===== src/rtl/mrm_pkg.sv =====
// Shared types, codes and the CRC helper for the Modbus RTU master block.
`timescale 1ns / 1ps
package mrm_pkg;

  localparam int QUEUE_DEPTH_DEF    = 4;
  localparam int RESP_BUF_BYTES_DEF = 48;
  localparam int MAX_WORDS_DEF      = 21;
  localparam int MAX_RESULTS        = 52;
  localparam int CNT_W              = $clog2(MAX_RESULTS + 1);
  localparam int CMDQ_DEPTH         = 2;
  localparam int CMDQ_AW            = $clog2(CMDQ_DEPTH);

  localparam logic [15:0] TIMEOUT_RESET = 16'd1000;
  localparam logic [15:0] CRC_INIT      = 16'hFFFF;
  localparam logic [15:0] CRC_POLY      = 16'hA001;
  localparam logic [7:0]  FN_EXC_BIT    = 8'h80;
  localparam logic [8:0]  RD_OVERHEAD   = 9'd5;
  localparam int          WR_FRAME_LEN  = 8;
  localparam int          EXC_FRAME_LEN = 5;

  localparam logic [7:0] FC_READ_COILS  = 8'd1;
  localparam logic [7:0] FC_READ_INPUTS = 8'd2;
  localparam logic [7:0] FC_READ_HOLD   = 8'd3;
  localparam logic [7:0] FC_READ_INREG  = 8'd4;
  localparam logic [7:0] FC_WRITE_COIL  = 8'd5;
  localparam logic [7:0] FC_WRITE_REG   = 8'd6;
  localparam logic [7:0] FC_WRITE_COILS = 8'd15;
  localparam logic [7:0] FC_WRITE_REGS  = 8'd16;

  typedef enum logic [1:0] {
    ACT_ENQUEUE = 2'd0,
    ACT_RX      = 2'd1,
    ACT_TICK    = 2'd2,
    ACT_POLL    = 2'd3
  } action_e;

  typedef enum logic [1:0] {
    KIND_TX     = 2'd0,
    KIND_DATA   = 2'd1,
    KIND_STATUS = 2'd2
  } kind_e;

  typedef enum logic [2:0] {
    ST_OK       = 3'd0,
    ST_CRC      = 3'd1,
    ST_EXC      = 3'd2,
    ST_ECHO     = 3'd3,
    ST_TIMEOUT  = 3'd4,
    ST_QUEUED   = 3'd5,
    ST_REJECTED = 3'd6
  } status_e;

  typedef enum logic [1:0] {
    FS_NONE,
    FS_DONE,
    FS_DROP
  } frame_e;

  typedef enum logic [3:0] {
    S_IDLE,
    S_EXEC,
    S_POLL,
    S_CRC,
    S_REPLY,
    S_BCHK,
    S_BEM,
    S_WCHK,
    S_WHI,
    S_WLO,
    S_END,
    S_TO,
    S_SEL,
    S_TXC,
    S_TX,
    S_FIN
  } bk_state_e;

  typedef struct packed {
    action_e     op;
    logic        addr_zero;
    logic [7:0]  addr;
    logic [7:0]  fn;
    logic [15:0] start;
    logic [15:0] qty;
    logic [7:0]  rx;
  } cmd_t;

  typedef struct packed {
    kind_e       kind;
    logic [7:0]  addr;
    logic [6:0]  fn;
    status_e     st;
    logic [15:0] val;
  } res_t;

  // One byte of the reflected Modbus CRC-16.
  function automatic logic [15:0] crc16_byte(input logic [15:0] crc, input logic [7:0] b);
    logic [15:0] c;
    c = crc ^ {8'h00, b};
    for (int n = 0; n < 8; n++) begin
      c = c[0] ? ((c >> 1) ^ CRC_POLY) : (c >> 1);
    end
    return c;
  endfunction

endpackage


===== src/rtl/modbus_rtu_master_transaction.sv =====
// Top level of the Modbus RTU master transaction block.
//
//   Channel  Direction  Handshake                 Payload
//   input    in         in_valid_i / in_stall_o   action, addresses, quantity, rx byte
//   result   out        out_valid_o / out_stall_i kind, reply fields, status, value, last
//   config   in         cfg_we_i                  cfg_wdata_i (timeout in ms)
//
// Enqueue, received byte and tick requests pass through the execute and finish states of
// the back end. A poll checks the frame, runs a one-byte-per-cycle CRC walk over the
// response RAM and then emits the reply status or its data elements, each of which can
// stall on the output.
// The two-entry command queue keeps taking requests while the back end works or waits, until it is full.
// Reset is asynchronous and active low; there is no clearing pass.
// A stalled result holds in the output register while the next result waits behind it.
`timescale 1ns / 1ps
module modbus_rtu_master_transaction #(
  parameter int QUEUE_DEPTH    = mrm_pkg::QUEUE_DEPTH_DEF,
  parameter int RESP_BUF_BYTES = mrm_pkg::RESP_BUF_BYTES_DEF,
  parameter int MAX_WORDS      = mrm_pkg::MAX_WORDS_DEF
) (
  input  logic        clk_i,
  input  logic        rst_ni,
  input  logic        in_valid_i,
  output logic        in_stall_o,
  input  logic [1:0]  action_i,
  input  logic [7:0]  slave_address_i,
  input  logic [7:0]  function_code_i,
  input  logic [15:0] start_address_i,
  input  logic [15:0] quantity_i,
  input  logic [7:0]  rx_byte_i,
  output logic        out_valid_o,
  input  logic        out_stall_i,
  output logic [1:0]  kind_o,
  output logic [7:0]  reply_address_o,
  output logic [6:0]  reply_function_o,
  output logic [2:0]  status_o,
  output logic [15:0] value_o,
  output logic        last_o,
  input  logic        cfg_we_i,
  input  logic [15:0] cfg_wdata_i
);
  import mrm_pkg::*;

  logic [15:0] timeout_q;
  cmd_t        push_data, head;
  logic        push, pop, q_full, q_empty;
  res_t        res;

  always_ff @(posedge clk_i or negedge rst_ni) begin
    if (!rst_ni) begin
      timeout_q <= TIMEOUT_RESET;
    end else if (cfg_we_i) begin
      timeout_q <= cfg_wdata_i;
    end
  end

  mrm_front u_front (
    .in_valid_i      (in_valid_i),
    .in_stall_o      (in_stall_o),
    .action_i        (action_i),
    .slave_address_i (slave_address_i),
    .function_code_i (function_code_i),
    .start_address_i (start_address_i),
    .quantity_i      (quantity_i),
    .rx_byte_i       (rx_byte_i),
    .q_full_i        (q_full),
    .q_push_o        (push),
    .q_data_o        (push_data)
  );

  mrm_fifo u_fifo (
    .clk_i      (clk_i),
    .rst_ni     (rst_ni),
    .push_i     (push),
    .push_data_i(push_data),
    .pop_i      (pop),
    .head_o     (head),
    .full_o     (q_full),
    .empty_o    (q_empty)
  );

  mrm_back #(
    .QUEUE_DEPTH   (QUEUE_DEPTH),
    .RESP_BUF_BYTES(RESP_BUF_BYTES),
    .MAX_WORDS     (MAX_WORDS)
  ) u_back (
    .clk_i      (clk_i),
    .rst_ni     (rst_ni),
    .timeout_i  (timeout_q),
    .cmd_i      (head),
    .cmd_empty_i(q_empty),
    .cmd_pop_o  (pop),
    .out_valid_o(out_valid_o),
    .out_stall_i(out_stall_i),
    .out_res_o  (res),
    .out_last_o (last_o)
  );

  assign kind_o           = res.kind;
  assign reply_address_o  = res.addr;
  assign reply_function_o = res.fn;
  assign status_o         = res.st;
  assign value_o          = res.val;

  // The command queue can never report full and empty together.
  a_fifo_flags: assert property (@(posedge clk_i) disable iff (!rst_ni)
    !(q_full && q_empty)) else $error("command queue full and empty at once");

  // Transmit bytes and data elements always carry an ok status.
  a_data_status: assert property (@(posedge clk_i) disable iff (!rst_ni)
    out_valid_o && kind_o != KIND_STATUS |-> status_o == ST_OK)
    else $error("non-status result with nonzero status");

  // A transmit byte never has bits in the upper half of value.
  a_tx_byte: assert property (@(posedge clk_i) disable iff (!rst_ni)
    out_valid_o && kind_o == KIND_TX |-> value_o[15:8] == 8'h00)
    else $error("transmit byte wider than eight bits");

  // A queued or rejected answer is always the only result of its request.
  a_enq_last: assert property (@(posedge clk_i) disable iff (!rst_ni)
    out_valid_o && (status_o == ST_QUEUED || status_o == ST_REJECTED) |-> last_o)
    else $error("enqueue answer not marked last");
endmodule


===== src/rtl/mrm_ram.sv =====
// Generic single-port-write RAM with registered read.
`timescale 1ns / 1ps
module mrm_ram #(
  parameter int WIDTH = 8,
  parameter int DEPTH = 48
) (
  input  logic                     clk_i,
  input  logic                     we_i,
  input  logic [$clog2(DEPTH)-1:0] waddr_i,
  input  logic [WIDTH-1:0]         wdata_i,
  input  logic [$clog2(DEPTH)-1:0] raddr_i,
  output logic [WIDTH-1:0]         rdata_o
);
  logic [WIDTH-1:0] mem [DEPTH];
  logic [WIDTH-1:0] rdata_q;

  always_ff @(posedge clk_i) begin
    if (we_i) begin
      mem[waddr_i] <= wdata_i;
    end
    rdata_q <= mem[raddr_i];
  end

  assign rdata_o = rdata_q;
endmodule


===== src/rtl/mrm_fifo.sv =====
// Short command queue between the front end and the back end.
`timescale 1ns / 1ps
module mrm_fifo (
  input  logic          clk_i,
  input  logic          rst_ni,
  input  logic          push_i,
  input  mrm_pkg::cmd_t push_data_i,
  input  logic          pop_i,
  output mrm_pkg::cmd_t head_o,
  output logic          full_o,
  output logic          empty_o
);
  import mrm_pkg::*;

  cmd_t               mem_q [CMDQ_DEPTH];
  logic [CMDQ_AW-1:0] wptr_q, wptr_d, rptr_q, rptr_d;
  logic [CMDQ_AW:0]   cnt_q, cnt_d;
  logic               do_push, do_pop;

  assign full_o  = (cnt_q == (CMDQ_AW + 1)'(CMDQ_DEPTH));
  assign empty_o = (cnt_q == '0);
  assign do_push = push_i && !full_o;
  assign do_pop  = pop_i && !empty_o;
  assign head_o  = mem_q[rptr_q];

  always_comb begin
    wptr_d = do_push ? ((wptr_q == CMDQ_AW'(CMDQ_DEPTH - 1)) ? '0 : wptr_q + 1'b1) : wptr_q;
    rptr_d = do_pop ? ((rptr_q == CMDQ_AW'(CMDQ_DEPTH - 1)) ? '0 : rptr_q + 1'b1) : rptr_q;
    cnt_d  = cnt_q + (CMDQ_AW + 1)'(do_push) - (CMDQ_AW + 1)'(do_pop);
  end

  always_ff @(posedge clk_i or negedge rst_ni) begin
    if (!rst_ni) begin
      wptr_q <= '0;
      rptr_q <= '0;
      cnt_q  <= '0;
    end else begin
      wptr_q <= wptr_d;
      rptr_q <= rptr_d;
      cnt_q  <= cnt_d;
    end
  end

  always_ff @(posedge clk_i) begin
    if (do_push) begin
      mem_q[wptr_q] <= push_data_i;
    end
  end
endmodule


===== src/rtl/mrm_front.sv =====
// Front end: accepts input requests, classifies them and packs queue commands.
`timescale 1ns / 1ps
module mrm_front (
  input  logic          in_valid_i,
  output logic          in_stall_o,
  input  logic [1:0]    action_i,
  input  logic [7:0]    slave_address_i,
  input  logic [7:0]    function_code_i,
  input  logic [15:0]   start_address_i,
  input  logic [15:0]   quantity_i,
  input  logic [7:0]    rx_byte_i,
  input  logic          q_full_i,
  output logic          q_push_o,
  output mrm_pkg::cmd_t q_data_o
);
  import mrm_pkg::*;

  always_comb begin
    q_data_o = '0;
    case (action_i)
      ACT_ENQUEUE: begin
        q_data_o.op        = ACT_ENQUEUE;
        q_data_o.addr_zero = (slave_address_i == 8'h00);
        q_data_o.addr      = slave_address_i;
        q_data_o.fn        = function_code_i;
        q_data_o.start     = start_address_i;
        q_data_o.qty       = quantity_i;
      end
      ACT_RX: begin
        q_data_o.op = ACT_RX;
        q_data_o.rx = rx_byte_i;
      end
      ACT_TICK: q_data_o.op = ACT_TICK;
      default:  q_data_o.op = ACT_POLL;
    endcase
  end

  assign in_stall_o = q_full_i;
  assign q_push_o   = in_valid_i && !q_full_i;
endmodule


===== src/rtl/mrm_back.sv =====
// Back end: request slots, response buffer, frame checks, transmit and results.
`timescale 1ns / 1ps
module mrm_back #(
  parameter int QUEUE_DEPTH    = mrm_pkg::QUEUE_DEPTH_DEF,
  parameter int RESP_BUF_BYTES = mrm_pkg::RESP_BUF_BYTES_DEF,
  parameter int MAX_WORDS      = mrm_pkg::MAX_WORDS_DEF
) (
  input  logic          clk_i,
  input  logic          rst_ni,
  input  logic [15:0]   timeout_i,
  input  mrm_pkg::cmd_t cmd_i,
  input  logic          cmd_empty_i,
  output logic          cmd_pop_o,
  output logic          out_valid_o,
  input  logic          out_stall_i,
  output mrm_pkg::res_t out_res_o,
  output logic          out_last_o
);
  import mrm_pkg::*;

  localparam int SW = (QUEUE_DEPTH > 1) ? $clog2(QUEUE_DEPTH) : 1;
  localparam int LW = $clog2(RESP_BUF_BYTES + 1);
  localparam int AW = $clog2(RESP_BUF_BYTES);
  localparam int PW = $clog2(RESP_BUF_BYTES + 3);

  bk_state_e state_q, state_d;
  cmd_t      cmd_q;

  logic [7:0]  qaddr_q [QUEUE_DEPTH];
  logic        qrdy_q  [QUEUE_DEPTH];
  logic [7:0]  qfn_q   [QUEUE_DEPTH];
  logic [15:0] qst_q   [QUEUE_DEPTH];
  logic [15:0] qqt_q   [QUEUE_DEPTH];

  logic          busy_q;
  logic [SW-1:0] cur_q;
  logic [LW-1:0] len_q, k_q;
  logic [31:0]   ms_q, sent_q;
  logic [7:0]    hdr_q [6];
  logic [15:0]   crc_q;
  logic [7:0]    i_q, hi_q;
  logic [PW-1:0] p_q;
  logic [2:0]    j_q;
  logic [CNT_W-1:0] cnt_q;
  logic          pend_v_q, out_v_q, out_last_q;
  res_t          pend_q, out_q;

  logic          free_found, rdy_found;
  logic [SW-1:0] free_idx, rdy_idx;
  logic [7:0]    fn_b, b2;
  frame_e        fs;
  logic          is_rd_bytes, is_rd_words, expired, enq_ok;
  logic [7:0]    nw, tx_byte, ram_rdata;
  logic [AW-1:0] raddr;
  logic          ram_we;
  logic          emit_v, fire, push, cap, out_free, out_load, end_tr, start_tx;
  res_t          emit_r;
  logic          byte_go, word_go;
  logic [31:0]   elapsed;

  assign fn_b = hdr_q[1];
  assign b2   = hdr_q[2];
  assign is_rd_bytes = (fn_b == FC_READ_COILS) || (fn_b == FC_READ_INPUTS);
  assign is_rd_words = (fn_b == FC_READ_HOLD) || (fn_b == FC_READ_INREG);
  assign nw = ((b2 >> 1) > 8'(MAX_WORDS)) ? 8'(MAX_WORDS) : (b2 >> 1);
  assign elapsed = ms_q - sent_q;
  assign expired = busy_q && (elapsed > {16'h0000, timeout_i});
  assign enq_ok  = !cmd_q.addr_zero && free_found;
  assign byte_go = (i_q < b2) && (p_q < PW'(len_q));
  assign word_go = (i_q < nw) && ((p_q + 1'b1) < PW'(len_q));

  // Lowest-numbered free slot and lowest-numbered ready slot.
  always_comb begin
    free_found = 1'b0;
    free_idx   = '0;
    rdy_found  = 1'b0;
    rdy_idx    = '0;
    for (int s = QUEUE_DEPTH - 1; s >= 0; s--) begin
      if (qaddr_q[s] == 8'h00) begin
        free_found = 1'b1;
        free_idx   = SW'(s);
      end
      if (qaddr_q[s] != 8'h00 && qrdy_q[s]) begin
        rdy_found = 1'b1;
        rdy_idx   = SW'(s);
      end
    end
  end

  always_comb begin
    fs = FS_NONE;
    if (busy_q && len_q > LW'(4) && hdr_q[0] == qaddr_q[cur_q]) begin
      if ((fn_b & FN_EXC_BIT) != 8'h00 && len_q == LW'(EXC_FRAME_LEN)) begin
        fs = FS_DONE;
      end else if (is_rd_bytes || is_rd_words) begin
        fs = (9'(len_q) == ({1'b0, b2} + RD_OVERHEAD)) ? FS_DONE : FS_NONE;
      end else if (fn_b == FC_WRITE_COIL || fn_b == FC_WRITE_REG ||
                   fn_b == FC_WRITE_COILS || fn_b == FC_WRITE_REGS) begin
        fs = (len_q == LW'(WR_FRAME_LEN)) ? FS_DONE : FS_NONE;
      end else begin
        fs = FS_DROP;
      end
    end
  end

  always_comb begin
    case (j_q)
      3'd0:    tx_byte = qaddr_q[cur_q];
      3'd1:    tx_byte = qfn_q[cur_q];
      3'd2:    tx_byte = qst_q[cur_q][15:8];
      3'd3:    tx_byte = qst_q[cur_q][7:0];
      3'd4:    tx_byte = qqt_q[cur_q][15:8];
      3'd5:    tx_byte = qqt_q[cur_q][7:0];
      3'd6:    tx_byte = crc_q[7:0];
      default: tx_byte = crc_q[15:8];
    endcase
  end

  assign ram_we = (state_q == S_EXEC) && (cmd_q.op == ACT_RX) && busy_q &&
                  (len_q < LW'(RESP_BUF_BYTES));

  mrm_ram #(
    .WIDTH(8),
    .DEPTH(RESP_BUF_BYTES)
  ) u_resp_ram (
    .clk_i  (clk_i),
    .we_i   (ram_we),
    .waddr_i(AW'(len_q)),
    .wdata_i(cmd_q.rx),
    .raddr_i(raddr),
    .rdata_o(ram_rdata)
  );

  // Result generation and buffer read address.
  always_comb begin
    emit_v      = 1'b0;
    emit_r      = '0;
    emit_r.kind = KIND_STATUS;
    emit_r.st   = ST_OK;
    emit_r.addr = qaddr_q[cur_q];
    emit_r.fn   = fn_b[6:0];
    raddr       = AW'(p_q);
    case (state_q)
      S_EXEC: begin
        if (cmd_q.op == ACT_ENQUEUE) begin
          emit_v      = 1'b1;
          emit_r.addr = cmd_q.addr;
          emit_r.fn   = cmd_q.fn[6:0];
          emit_r.st   = enq_ok ? ST_QUEUED : ST_REJECTED;
        end
      end
      S_CRC: raddr = AW'(k_q);
      S_REPLY: begin
        if (crc_q != 16'h0000) begin
          emit_v    = 1'b1;
          emit_r.st = ST_CRC;
          emit_r.fn = qfn_q[cur_q][6:0];
        end else if ((fn_b & FN_EXC_BIT) != 8'h00) begin
          emit_v     = 1'b1;
          emit_r.st  = ST_EXC;
          emit_r.val = {8'h00, b2};
        end else if (!is_rd_bytes && !is_rd_words) begin
          emit_v    = 1'b1;
          emit_r.st = ({hdr_q[2], hdr_q[3]} != qst_q[cur_q] ||
                       {hdr_q[4], hdr_q[5]} != qqt_q[cur_q]) ? ST_ECHO : ST_OK;
        end
      end
      S_BEM: begin
        emit_v      = 1'b1;
        emit_r.kind = KIND_DATA;
        emit_r.val  = {8'h00, ram_rdata};
      end
      S_WHI: raddr = AW'(p_q + 1'b1);
      S_WLO: begin
        raddr       = AW'(p_q + 1'b1);
        emit_v      = 1'b1;
        emit_r.kind = KIND_DATA;
        emit_r.val  = {hi_q, ram_rdata};
      end
      S_TO: begin
        if (expired) begin
          emit_v    = 1'b1;
          emit_r.st = ST_TIMEOUT;
          emit_r.fn = qfn_q[cur_q][6:0];
        end
      end
      S_TX: begin
        emit_v      = 1'b1;
        emit_r.kind = KIND_TX;
        emit_r.fn   = qfn_q[cur_q][6:0];
        emit_r.val  = {8'h00, tx_byte};
      end
      default: ;
    endcase
  end

  // The newest result is held back one step so that its last flag is known.
  assign out_free = !out_v_q || !out_stall_i;
  assign cap      = (cnt_q >= CNT_W'(MAX_RESULTS));
  assign fire     = emit_v && (cap || !pend_v_q || out_free);
  assign push     = fire && !cap;
  assign out_load = (push && pend_v_q) || ((state_q == S_FIN) && pend_v_q && out_free);
  assign end_tr   = ((state_q == S_POLL) && fs == FS_DROP) || (state_q == S_END) ||
                    ((state_q == S_TO) && expired && fire);
  assign start_tx = (state_q == S_SEL) && !busy_q && rdy_found;
  assign cmd_pop_o = (state_q == S_IDLE) && !cmd_empty_i;

  always_comb begin
    state_d = state_q;
    case (state_q)
      S_IDLE: if (!cmd_empty_i) state_d = S_EXEC;
      S_EXEC: begin
        case (cmd_q.op)
          ACT_ENQUEUE: if (fire) state_d = S_FIN;
          ACT_POLL:    state_d = S_POLL;
          default:     state_d = S_FIN;
        endcase
      end
      S_POLL: begin
        case (fs)
          FS_DONE: state_d = S_CRC;
          default: state_d = S_TO;
        endcase
      end
      S_CRC: if (k_q == len_q) state_d = S_REPLY;
      S_REPLY: begin
        if (emit_v) begin
          if (fire) state_d = S_END;
        end else if (is_rd_bytes) begin
          state_d = S_BCHK;
        end else begin
          state_d = S_WCHK;
        end
      end
      S_BCHK:  state_d = byte_go ? S_BEM : S_END;
      S_BEM:   if (fire) state_d = S_BCHK;
      S_WCHK:  state_d = word_go ? S_WHI : S_END;
      S_WHI:   state_d = S_WLO;
      S_WLO:   if (fire) state_d = S_WCHK;
      S_END:   state_d = S_TO;
      S_TO:    if (!expired || fire) state_d = S_SEL;
      S_SEL:   state_d = start_tx ? S_TXC : S_FIN;
      S_TXC:   if (j_q == 3'd5) state_d = S_TX;
      S_TX:    if (fire && j_q == 3'd7) state_d = S_FIN;
      S_FIN:   if (!pend_v_q || out_free) state_d = S_IDLE;
      default: state_d = S_IDLE;
    endcase
  end

  always_ff @(posedge clk_i or negedge rst_ni) begin
    if (!rst_ni) begin
      state_q    <= S_IDLE;
      busy_q     <= 1'b0;
      cur_q      <= '0;
      len_q      <= '0;
      ms_q       <= '0;
      sent_q     <= '0;
      cnt_q      <= '0;
      pend_v_q   <= 1'b0;
      out_v_q    <= 1'b0;
      k_q        <= '0;
      i_q        <= '0;
      p_q        <= '0;
      j_q        <= '0;
      crc_q      <= CRC_INIT;
      for (int s = 0; s < QUEUE_DEPTH; s++) begin
        qaddr_q[s] <= 8'h00;
        qrdy_q[s]  <= 1'b0;
      end
    end else begin
      state_q <= state_d;
      out_v_q <= out_load ? 1'b1 : (out_v_q && out_stall_i);
      if (push) begin
        pend_v_q <= 1'b1;
        cnt_q    <= cnt_q + 1'b1;
      end else if (state_q == S_FIN && out_free) begin
        pend_v_q <= 1'b0;
      end
      if (state_q == S_IDLE) begin
        cnt_q <= '0;
      end
      if (state_q == S_EXEC && cmd_q.op == ACT_TICK) begin
        ms_q <= ms_q + 32'd1;
      end
      if (ram_we) begin
        len_q <= len_q + 1'b1;
      end
      if (state_q == S_EXEC && cmd_q.op == ACT_ENQUEUE && fire && enq_ok) begin
        qaddr_q[free_idx] <= cmd_q.addr;
        qrdy_q[free_idx]  <= 1'b1;
      end
      if (state_q == S_POLL) begin
        k_q   <= '0;
        crc_q <= CRC_INIT;
      end
      if (state_q == S_CRC) begin
        if (k_q != '0) crc_q <= crc16_byte(crc_q, ram_rdata);
        if (k_q != len_q) k_q <= k_q + 1'b1;
      end
      if (state_q == S_REPLY) begin
        i_q <= '0;
        p_q <= PW'(3);
      end
      if (state_q == S_BEM && fire) begin
        i_q <= i_q + 1'b1;
        p_q <= p_q + 1'b1;
      end
      if (state_q == S_WLO && fire) begin
        i_q <= i_q + 1'b1;
        p_q <= p_q + PW'(2);
      end
      if (end_tr) begin
        qaddr_q[cur_q] <= 8'h00;
        qrdy_q[cur_q]  <= 1'b0;
        busy_q         <= 1'b0;
        len_q          <= '0;
        sent_q         <= '0;
      end
      if (start_tx) begin
        qrdy_q[rdy_idx] <= 1'b0;
        busy_q          <= 1'b1;
        cur_q           <= rdy_idx;
        len_q           <= '0;
        sent_q          <= ms_q;
        j_q             <= '0;
        crc_q           <= CRC_INIT;
      end
      if (state_q == S_TXC) begin
        crc_q <= crc16_byte(crc_q, tx_byte);
        j_q   <= (j_q == 3'd5) ? 3'd0 : j_q + 1'b1;
      end
      if (state_q == S_TX && fire) begin
        j_q <= j_q + 1'b1;
      end
    end
  end

  always_ff @(posedge clk_i) begin
    if (cmd_pop_o) begin
      cmd_q <= cmd_i;
    end
    if (state_q == S_EXEC && cmd_q.op == ACT_ENQUEUE && fire && enq_ok) begin
      qfn_q[free_idx] <= cmd_q.fn;
      qst_q[free_idx] <= cmd_q.start;
      qqt_q[free_idx] <= cmd_q.qty;
    end
    if (ram_we && len_q < LW'(6)) begin
      hdr_q[len_q[2:0]] <= cmd_q.rx;
    end
    if (state_q == S_WHI) begin
      hi_q <= ram_rdata;
    end
    if (push) begin
      pend_q <= emit_r;
    end
    if (out_load) begin
      out_q      <= pend_q;
      out_last_q <= (state_q == S_FIN);
    end
  end

  assign out_valid_o = out_v_q;
  assign out_res_o   = out_q;
  assign out_last_o  = out_last_q;
endmodule

===== config.mk =====
export PLATFORM = sky130hd
export DESIGN_NAME = modbus_rtu_master_transaction
export DESIGN_NICKNAME = d
export VERILOG_FILES = /design/src/rtl/mrm_pkg.sv /design/src/rtl/modbus_rtu_master_transaction.sv /design/src/rtl/mrm_ram.sv /design/src/rtl/mrm_fifo.sv /design/src/rtl/mrm_front.sv /design/src/rtl/mrm_back.sv
export SDC_FILE = /design/constraint.sdc
export NUM_CORES = 2
export LEC_CHECK = 0
export ABC_AREA = 1
export BUFFER_PORTS_ARGS = -buffer_cell sky130_fd_sc_hd__buf_2
export CAP_MARGIN = 10
export CORE_MARGIN = 2
export CORE_UTILIZATION = 45
export CTS_BUF_LIST = sky130_fd_sc_hd__clkbuf_8 sky130_fd_sc_hd__clkbuf_16
export DETAILED_ROUTE_END_ITERATION = 10
export PLACE_DENSITY_LB_ADDON = 0.25
export SYNTH_ARGS = -nofsm -noshare
export SYNTH_HDL_FRONTEND = slang
export SYNTH_SLANG_ARGS = --single-unit

===== constraint.sdc =====
create_clock -name clk_i -period 7.5 [get_ports clk_i]
set_input_delay 1.125 -clock clk_i [delete_from_list [all_inputs] [get_ports clk_i]]
set_output_delay 1.125 -clock clk_i [all_outputs]
set_load 0.01 [all_outputs]

# Word level (Yosys, flattened, before mapping)
# Memories as Yosys holds them, arrays and structs flattened. A register that Yosys moved wholly into a read port is not among the register bits.
# Cells that the tools add are included.
[op_classes] n_eq_ne=56 n_lt_le_gt_ge=16 bitwise_logic=28 add_sub_neg=14 reduce_logical=95 mux=142
[op_table] operator="$mux 16" n=22
[op_table] operator="$mux 32" n=4
[op_table] operator="$mux 8" n=10
[op_table] operator="$mux 6" n=11
[op_table] operator="$mux 4" n=16
[op_table] operator="$pmux 16 s4" n=1
[op_table] operator="$pmux 4 s16" n=1
[op_table] operator="$not 2->3" n=19
[op_table] operator="$pmux 8 s7" n=1
[op_table] operator="$mux 49" n=1
[op_table] operator="$logic_and 1x1->1" n=43
[op_table] operator="$logic_not 8->1" n=5
[op_table] operator="$mux 2" n=17
[op_table] operator="$mux 1" n=33
[op_table] operator="$add 32x1->32 const B" n=1
[op_table] operator="$and 32x32->32" n=1
[op_table] operator="$bwmux 32" n=1
[op_table] operator="$demux 8 s2" n=2
[op_table] operator="$eq 4x4->1 const B" n=8
[op_table] operator="$gt 32x16->1" n=1
[op_table] operator="$ne 16x16->1" n=2
[op_table] operator="$not 32->32" n=1
[op_table] operator="$reduce_bool 8->1" n=4
[op_table] operator="$sub 32x32->32" n=1
[op_table] operator="other kinds (69)" n=145
[totals] ram_bits=710 in_bits=79 wordCells=395 register_bits=261 mem_count=6 out_inout_bits=39
[memory_table] name="u_back.u_resp_ram.mem" depth=48 width=8 read_ports=1 rd_clocked_by_memory_dff=1 write_ports=1 line="mrm_ram.sv:14" source="logic [WIDTH-1:0] mem [DEPTH];"
[memory_table] name="u_fifo.mem_q" depth=2 width=59 read_ports=1 rd_clocked_by_memory_dff=1 write_ports=1 line="mrm_fifo.sv:15" source="cmd_t mem_q [CMDQ_DEPTH];"
[memory_table] name="u_back.qqt_q" depth=4 width=16 read_ports=1 rd_clocked_by_memory_dff=0 write_ports=1 line="mrm_back.sv:33" source="logic [15:0] qqt_q [QUEUE_DEPTH];"
[memory_table] name="u_back.qst_q" depth=4 width=16 read_ports=1 rd_clocked_by_memory_dff=0 write_ports=1 line="mrm_back.sv:32" source="logic [15:0] qst_q [QUEUE_DEPTH];"
[memory_table] name="u_back.hdr_q" depth=6 width=8 read_ports=6 rd_clocked_by_memory_dff=0 write_ports=1 line="mrm_back.sv:39" source="logic [7:0] hdr_q [6];"
[memory_table] name="u_back.qfn_q" depth=4 width=8 read_ports=1 rd_clocked_by_memory_dff=0 write_ports=1 line="mrm_back.sv:31" source="logic [7:0] qfn_q [QUEUE_DEPTH];"

# Depth between registers and ports, before layout
[logic_depth] ltp_word=23 depth_mapped=33 mapped_depth_nobuf=33

# Modules after synthesis
# From an unflattened synthesis, not the netlist that was laid out.
[unflattened] cells_unflattened=4793 area_unflattened_um2=48159.9
[by_module_without_submodules] mod="mrm_back" cells_each=2920 instances=1 area_per_inst_um2=26380.3 seq_area_each_um2=14473.9
[by_module_without_submodules] mod="mrm_ram" cells_each=1331 instances=1 area_per_inst_um2=15852.7 seq_area_each_um2=11691.2
[by_module_without_submodules] mod="mrm_fifo" cells_each=342 instances=1 area_per_inst_um2=4578.1 seq_area_each_um2=3643.5
[by_module_without_submodules] mod="mrm_front" cells_each=132 instances=1 area_per_inst_um2=696.9 seq_area_each_um2=0.0
[by_module_without_submodules] mod="modbus_rtu_master_transaction" cells_each=68 instances=1 area_per_inst_um2=651.9 seq_area_each_um2=407.9

# Worst setup path before layout
# No wires, ideal clock.
[synth_path] path_kind="reg-to-reg" from="reg u_back.ms_q[0]" to="reg u_back.out_last_q, in the netlist u_back.out_last_o (enable)" path_stages_with_launch=28 setup_slack_ns=2.124 n_path_buf=0 synth_period_minus_slack_ns=5.376 arrival_time_ns=4.980 setup_time_ns=0.397 required_ns=7.103 path_cell_list="dfrtp_1 > inv_1 > ha_1 > fa_1 > inv_1 > nand2_1 > nand2_1 > nand4_1 > nand3_1 > xor2_1 > ha_1 > nand2_1 > nor2_1 > nand3_1 > nor2_1 > nand2_1 > nand3_1 > nand2_1 > nand3_1 > nor2_1 > nand2_1 > nor2_1 > nand2_2 > nand3_4 > nand3_4 > nand2_2 > nor2_2 > o21a_1"
[synth_between] elab_chain_cells=9
[synth_rtl] item="from (decl)" line="mrm_back.sv:38" source="logic [31:0] ms_q, sent_q;"
[synth_rtl] item="from (signal assigned)" line="mrm_back.sv:283" source="ms_q <= ms_q + 32'd1;"
[synth_rtl] item="$sub 32x32->32" line="mrm_back.sv:66" source="assign elapsed = ms_q - sent_q;"
[synth_rtl] item="$gt 32x16->1" line="mrm_back.sv:67" source="assign expired = busy_q && (elapsed > {16'h0000, timeout_i});"
[synth_rtl] item="$logic_and 1x1->1" line="mrm_back.sv:67"
[synth_rtl] item="$mux 1" line="mrm_back.sv:181" source="if (expired) begin"
[synth_rtl] item="$pmux 1 s4" line="mrm_back.sv:143" source="case (state_q)"
[synth_rtl] item="$logic_and 1x1->1" line="mrm_back.sv:200" source="assign fire = emit_v && (cap || !pend_v_q || out_free);"
[synth_rtl] item="$logic_and 1x1->1" line="mrm_back.sv:201" source="assign push = fire && !cap;"
[synth_rtl] item="via u_back.push" line="mrm_back.sv:56" source="logic emit_v, fire, push, cap, out_free, out_load, end_tr, start_tx;"
[synth_rtl] item="$logic_and 1x1->1" line="mrm_back.sv:202" source="assign out_load = (push && pend_v_q) || ((state_q == S_FIN) && pend_v_q && out_free);"
[synth_rtl] item="$logic_or 1x1->1" line="mrm_back.sv:202"
[synth_rtl] item="via u_back.out_load" line="mrm_back.sv:56"
[synth_rtl] item="to (signal assigned)" line="mrm_back.sv:358" source="out_last_q <= (state_q == S_FIN);"
[synth_rtl] item="to (decl)" line="mrm_back.sv:45" source="logic pend_v_q, out_v_q, out_last_q;"
# The timed path passes the listed nets, and every way through them passes these cells.
# A chain may end at the register's enable or synchronous reset.

# Worst setup path after layout
[layout_path] from="reg u_back.ms_q[0]" to="mem u_back.qst_q[2][12] (enable)"
[layout_between] elab_chain_cells=10
[layout_rtl] item="$sub 32x32->32" line="mrm_back.sv:66"
[layout_rtl] item="$gt 32x16->1" line="mrm_back.sv:67"
[layout_rtl] item="$logic_and 1x1->1" line="mrm_back.sv:67"
[layout_rtl] item="$mux 1" line="mrm_back.sv:181"
[layout_rtl] item="$pmux 1 s4" line="mrm_back.sv:143"
[layout_rtl] item="$logic_and 1x1->1" line="mrm_back.sv:200"
[layout_rtl] item="$logic_and 1x1->1 (2 in series)" line="mrm_back.sv:342" source="if (state_q == S_EXEC && cmd_q.op == ACT_ENQUEUE && fire && enq_ok) begin"
[layout_rtl] item="$mux 1" line="mrm_back.sv:342"
[layout_rtl] item="$mux 1 (not written as such)" line="mrm_back.sv:344" source="qst_q[free_idx] <= cmd_q.start;"
[layout_rtl] item="to (decl)" line="mrm_back.sv:32"
# No other way between the ends.

==> summary.md <==
| Metric | Value |
|---|---|
| Clock Tree Buf Depth | 3 |
| Fin crit period | 5.381 ns |
| Post-synth cell types | 67 |
| Power per cell area | 421.2 mW/mm² |
| Area grow syn2layout | 11.77% |
| DRT Pass-1 Iters | 6 |
| Synth area leaders | edfxtp_1 54%, dfrtp_1 8.4%, nand2_1 7.3%, nor2_1 4.7%, inv_1 3.6% |
| Final Cycle Share | 71.75% |
| Syn Area/Cell | 10.72 µm² |
| Via count | 32.07k |
| Crit-path most repeated cell | nand2_1 |
| Initial antenna violation count | 0 |
| Final wirelength | 116900 µm |
| EDFF count, synth | 850 |
| Slew headroom | 19.25% |
| Die Footprint | 0.1077 mm² |
| Fin Clk Skew | 0.02581 ns |
| Number of diodes | 0 |
| Die Ht | 328.1 µm |
| Port buffer count | 117 |
| Net total in the final layout | 4694 |
| Post-synthesis instance total | 4411 |
| Clock root buffer | clkbuf_16 |
| Arrival @ worst endpoint | 5.74 ns |
| CTS tree | built |
| Initial cell density of the core | 45.54% |
| Crit path largest cell delay | 0.54 ns |
| Setup crit end kind | flop |
| Total Routing Usage GR | 21.68% |
| Core area | 0.1038 mm² |
| Post-CTS Resized | 0 |
| CTS HTree Levels | 3 |
| Max Clock Freq | 185.8 MHz |
| Number of cell rows | 118 |
| Skew-Pair Late Insertion Delay | 0.71 ns |
| VDD IR max | 0.0004355 V |
| Max Slew Vio Count | 0 |
| Sequential area share after synthesis | 63.93% |
| Most used routing layer | met2 |
| Slowest CP cell | nor2_4 |
| Setup TNS | 0 ns |
| # Post-CTS Setup Buffers | 0 |
| Xor-xnor portion of the synthesized cell area | 2.224% |
| Cell taking the most area after synthesis | edfxtp_1 |
| Gr ovfl total | 0 |
| Mux share of post-synthesis cell area | 1.429% |
| Post-CTS Hold Buffers | 0 |
| Req. time, crit path | 7.86 ns |
| DP Wirelength | 76830 µm |
| Top Ports | 118 |
| Adder-cell share of the synthesized area | 2.425% |
| GR Util met2 | 34.33% |
| Largest family of logic cells by synthesized area | simple AND/OR/NAND/NOR gates |
| Num CTS Buffers | 108 |
| Max Cap Viol | 0 |
| Clk pin slew, worst setup/hold paths | 0.06 ns |
| Post-synthesis compound-gate area fraction | 8.571% |
| Critical path type | flop to flop |
| Final number of setup-violating endpoints | 0 |
| CP Launch Type | flop |
| YS warnings | 0 |
| Layout cells sized above 1 | 10.24% |
| Met1 global-route usage | 31.44% |
| Post-Syn Area | 0.04727 mm² |
| GPL Wtd Cong | 0.9504 |
| Synth Register Bits | 1038 |
| Critical path peak fanout | 23 |
| Met3 Resource Use GR | 2.736% |
| Pleak | 21.07 nW |
| Worst slew pin tran | 1.202 ns |
| Die Wd | 328.1 µm |
| Synth top cells by count | 923 x nand2_1, 850 x edfxtp_1, 589 x nor2_1 |
| Worst min path class | flop to flop |
| # DRC | 0 |
| Final Hold Fails | 0 |
| Count leader, synth | nand2_1 |
| 1st-iter DRT viols | 3230 |
| Vias in the first global route | 30.72k |
| First-pass GRT wire length | 181000 µm |
| Unrepaired setup endpoints after global routing | false |
| Synth Area in Simple Gates | 16.20% |
| Reg2Reg Setup Slack | 2.12 ns |
| Yosys top cell area share | 54.00% |
| Async S/R FF share, synth | 17.34% |
| Wire per inst | 19.49 µm |
| Status | complete, no violations |
| Clk sinks | 1038 |
| Commonest register cell after synthesis | edfxtp_1 |
| Total Power | 22.25 mW |
| Routed Antenna Nets | 0 |
| Via/cell ratio | 5.348 |
| Largest net degree at the start of global routing | 193 |
==> logic make-up (layout without fill, tap and decap cells) <==
logic type,after synthesis,after routing
simple gates,1835,1835
flops,1038,1038
compound gates,645,645
buf+inv,621,826
xor+xnor,120,120
fa+ha+maj,91,91
mux,60,60
other cells,1,2
==> registers in the layout, indices dropped and copies added, names as in the netlist, 3 cells and up <==
register,count
u_back.i_q,8
u_back.crc_q,16
u_fifo.mem_q,118
u_back.qqt_q,64
u_back.len_q,6
u_back.u_resp_ram.rdata_o,8
u_back.p_q,6
u_back.qfn_q,32
u_back.pend_q,36
u_back.qrdy_q,4
u_back.state_q,4
timeout_q,16
u_back.qst_q,64
u_back.sent_q,32
u_back.cmd_q,59
u_back.ms_q,32
u_back.k_q,6
u_back.hdr_q,48
u_back.out_res_o,36
u_back.cnt_q,6
u_back.hi_q,8
u_back.u_resp_ram.mem,384
u_back.qaddr_q,32
u_back.j_q,3
==> layout make-up <==
type	count	area [µm²]
clock inverters	85	681.9
flip-flops and latches	1038	30220
repair buffers	149	872.1
clock buffers	118	2863
well taps	1380	1727
inverters	474	1783
multi-input cells	2753	14690
fillers	9153	50960
==> layer usage <==
| layer | share of wire (%) | wire [µm] |
|---|---|---|
| met1 | 46 | 53560 |
| met2 | 46 | 53810 |
| met3 | 5.4 | 6316 |
| met4 | 2.7 | 3198 |
| met5 | 0 | 0 |
==> worst paths after layout <==
path                                        startpoint                             end  depth (start not counted)
max                         u_back.ms_q[0]$_DFFE_PN0P_   u_back.qst_q[2][12]$_DFFE_PP_                         29
min                        u_back.pend_q[18]$_DFFE_PP_  u_back.out_res_o[18]$_DFFE_PP_                          0
max reg2reg                 u_back.ms_q[0]$_DFFE_PN0P_   u_back.qst_q[2][12]$_DFFE_PP_                         29
min reg2reg                u_back.pend_q[18]$_DFFE_PP_  u_back.out_res_o[18]$_DFFE_PP_                          0
max in group asynchronous                       rst_ni       timeout_q[14]$_DFFE_PN0P_                          2
min in group asynchronous                       rst_ni       u_fifo.wptr_q$_DFFE_PN0P_                          1
==> power breakdown <==
group | total (mW) | switching, mW | internal, mW | leakage (nW)
clock network | 5.30 | 2.27 | 3.03 | 1.84
logic | 9.10 | 6.36 | 2.74 | 9.08
registers | 7.85 | 0.455 | 7.39 | 10.2
==> critical path: cells and delay by family, from the launching register on <==
kind          cells  cell delay, ns
flops             1            0.38
simple gates     21            2.74
fa+ha+maj         3            0.97
buf+inv           4            0.81
xor+xnor          1            0.13
==> cells in the final DEF (no fill, tap or decap), types with 38 or more instances in the layout <==
cell and n:
a21oi_1 101, clkbuf_16 110, nand3_1 130, nor2_1 585
o22ai_1 47, nand2_1 923, dfrtp_1 157, nand4_1 93
xnor2_1 38, buf_2 116, ha_1 90, xor2_1 82
inv_1 474, mux2_2 60, o211ai_1 53, edfxtp_1 850
o21ai_0 222
==> metrics by stage <==
stage | hold WS [ns] | cells | util [%] | setup slack (ns) | instance area [µm²]
after floorplan | 0.4003 | 4412 | - | 2.124 | 47270
after global placement | 0.4036 | 5794 | 47.49 | 2.209 | 49290
after detailed placement | 0.4045 | 5794 | 47.49 | 2.099 | 49290
after CTS | 0.4168 | 5997 | 50.90 | 2.078 | 52830
after global routing | 0.4207 | 5997 | 50.90 | 1.567 | 52830
final | 0.4179 | 5997 | 50.90 | 2.119 | 52830
(Power assumes the default switching activity.)
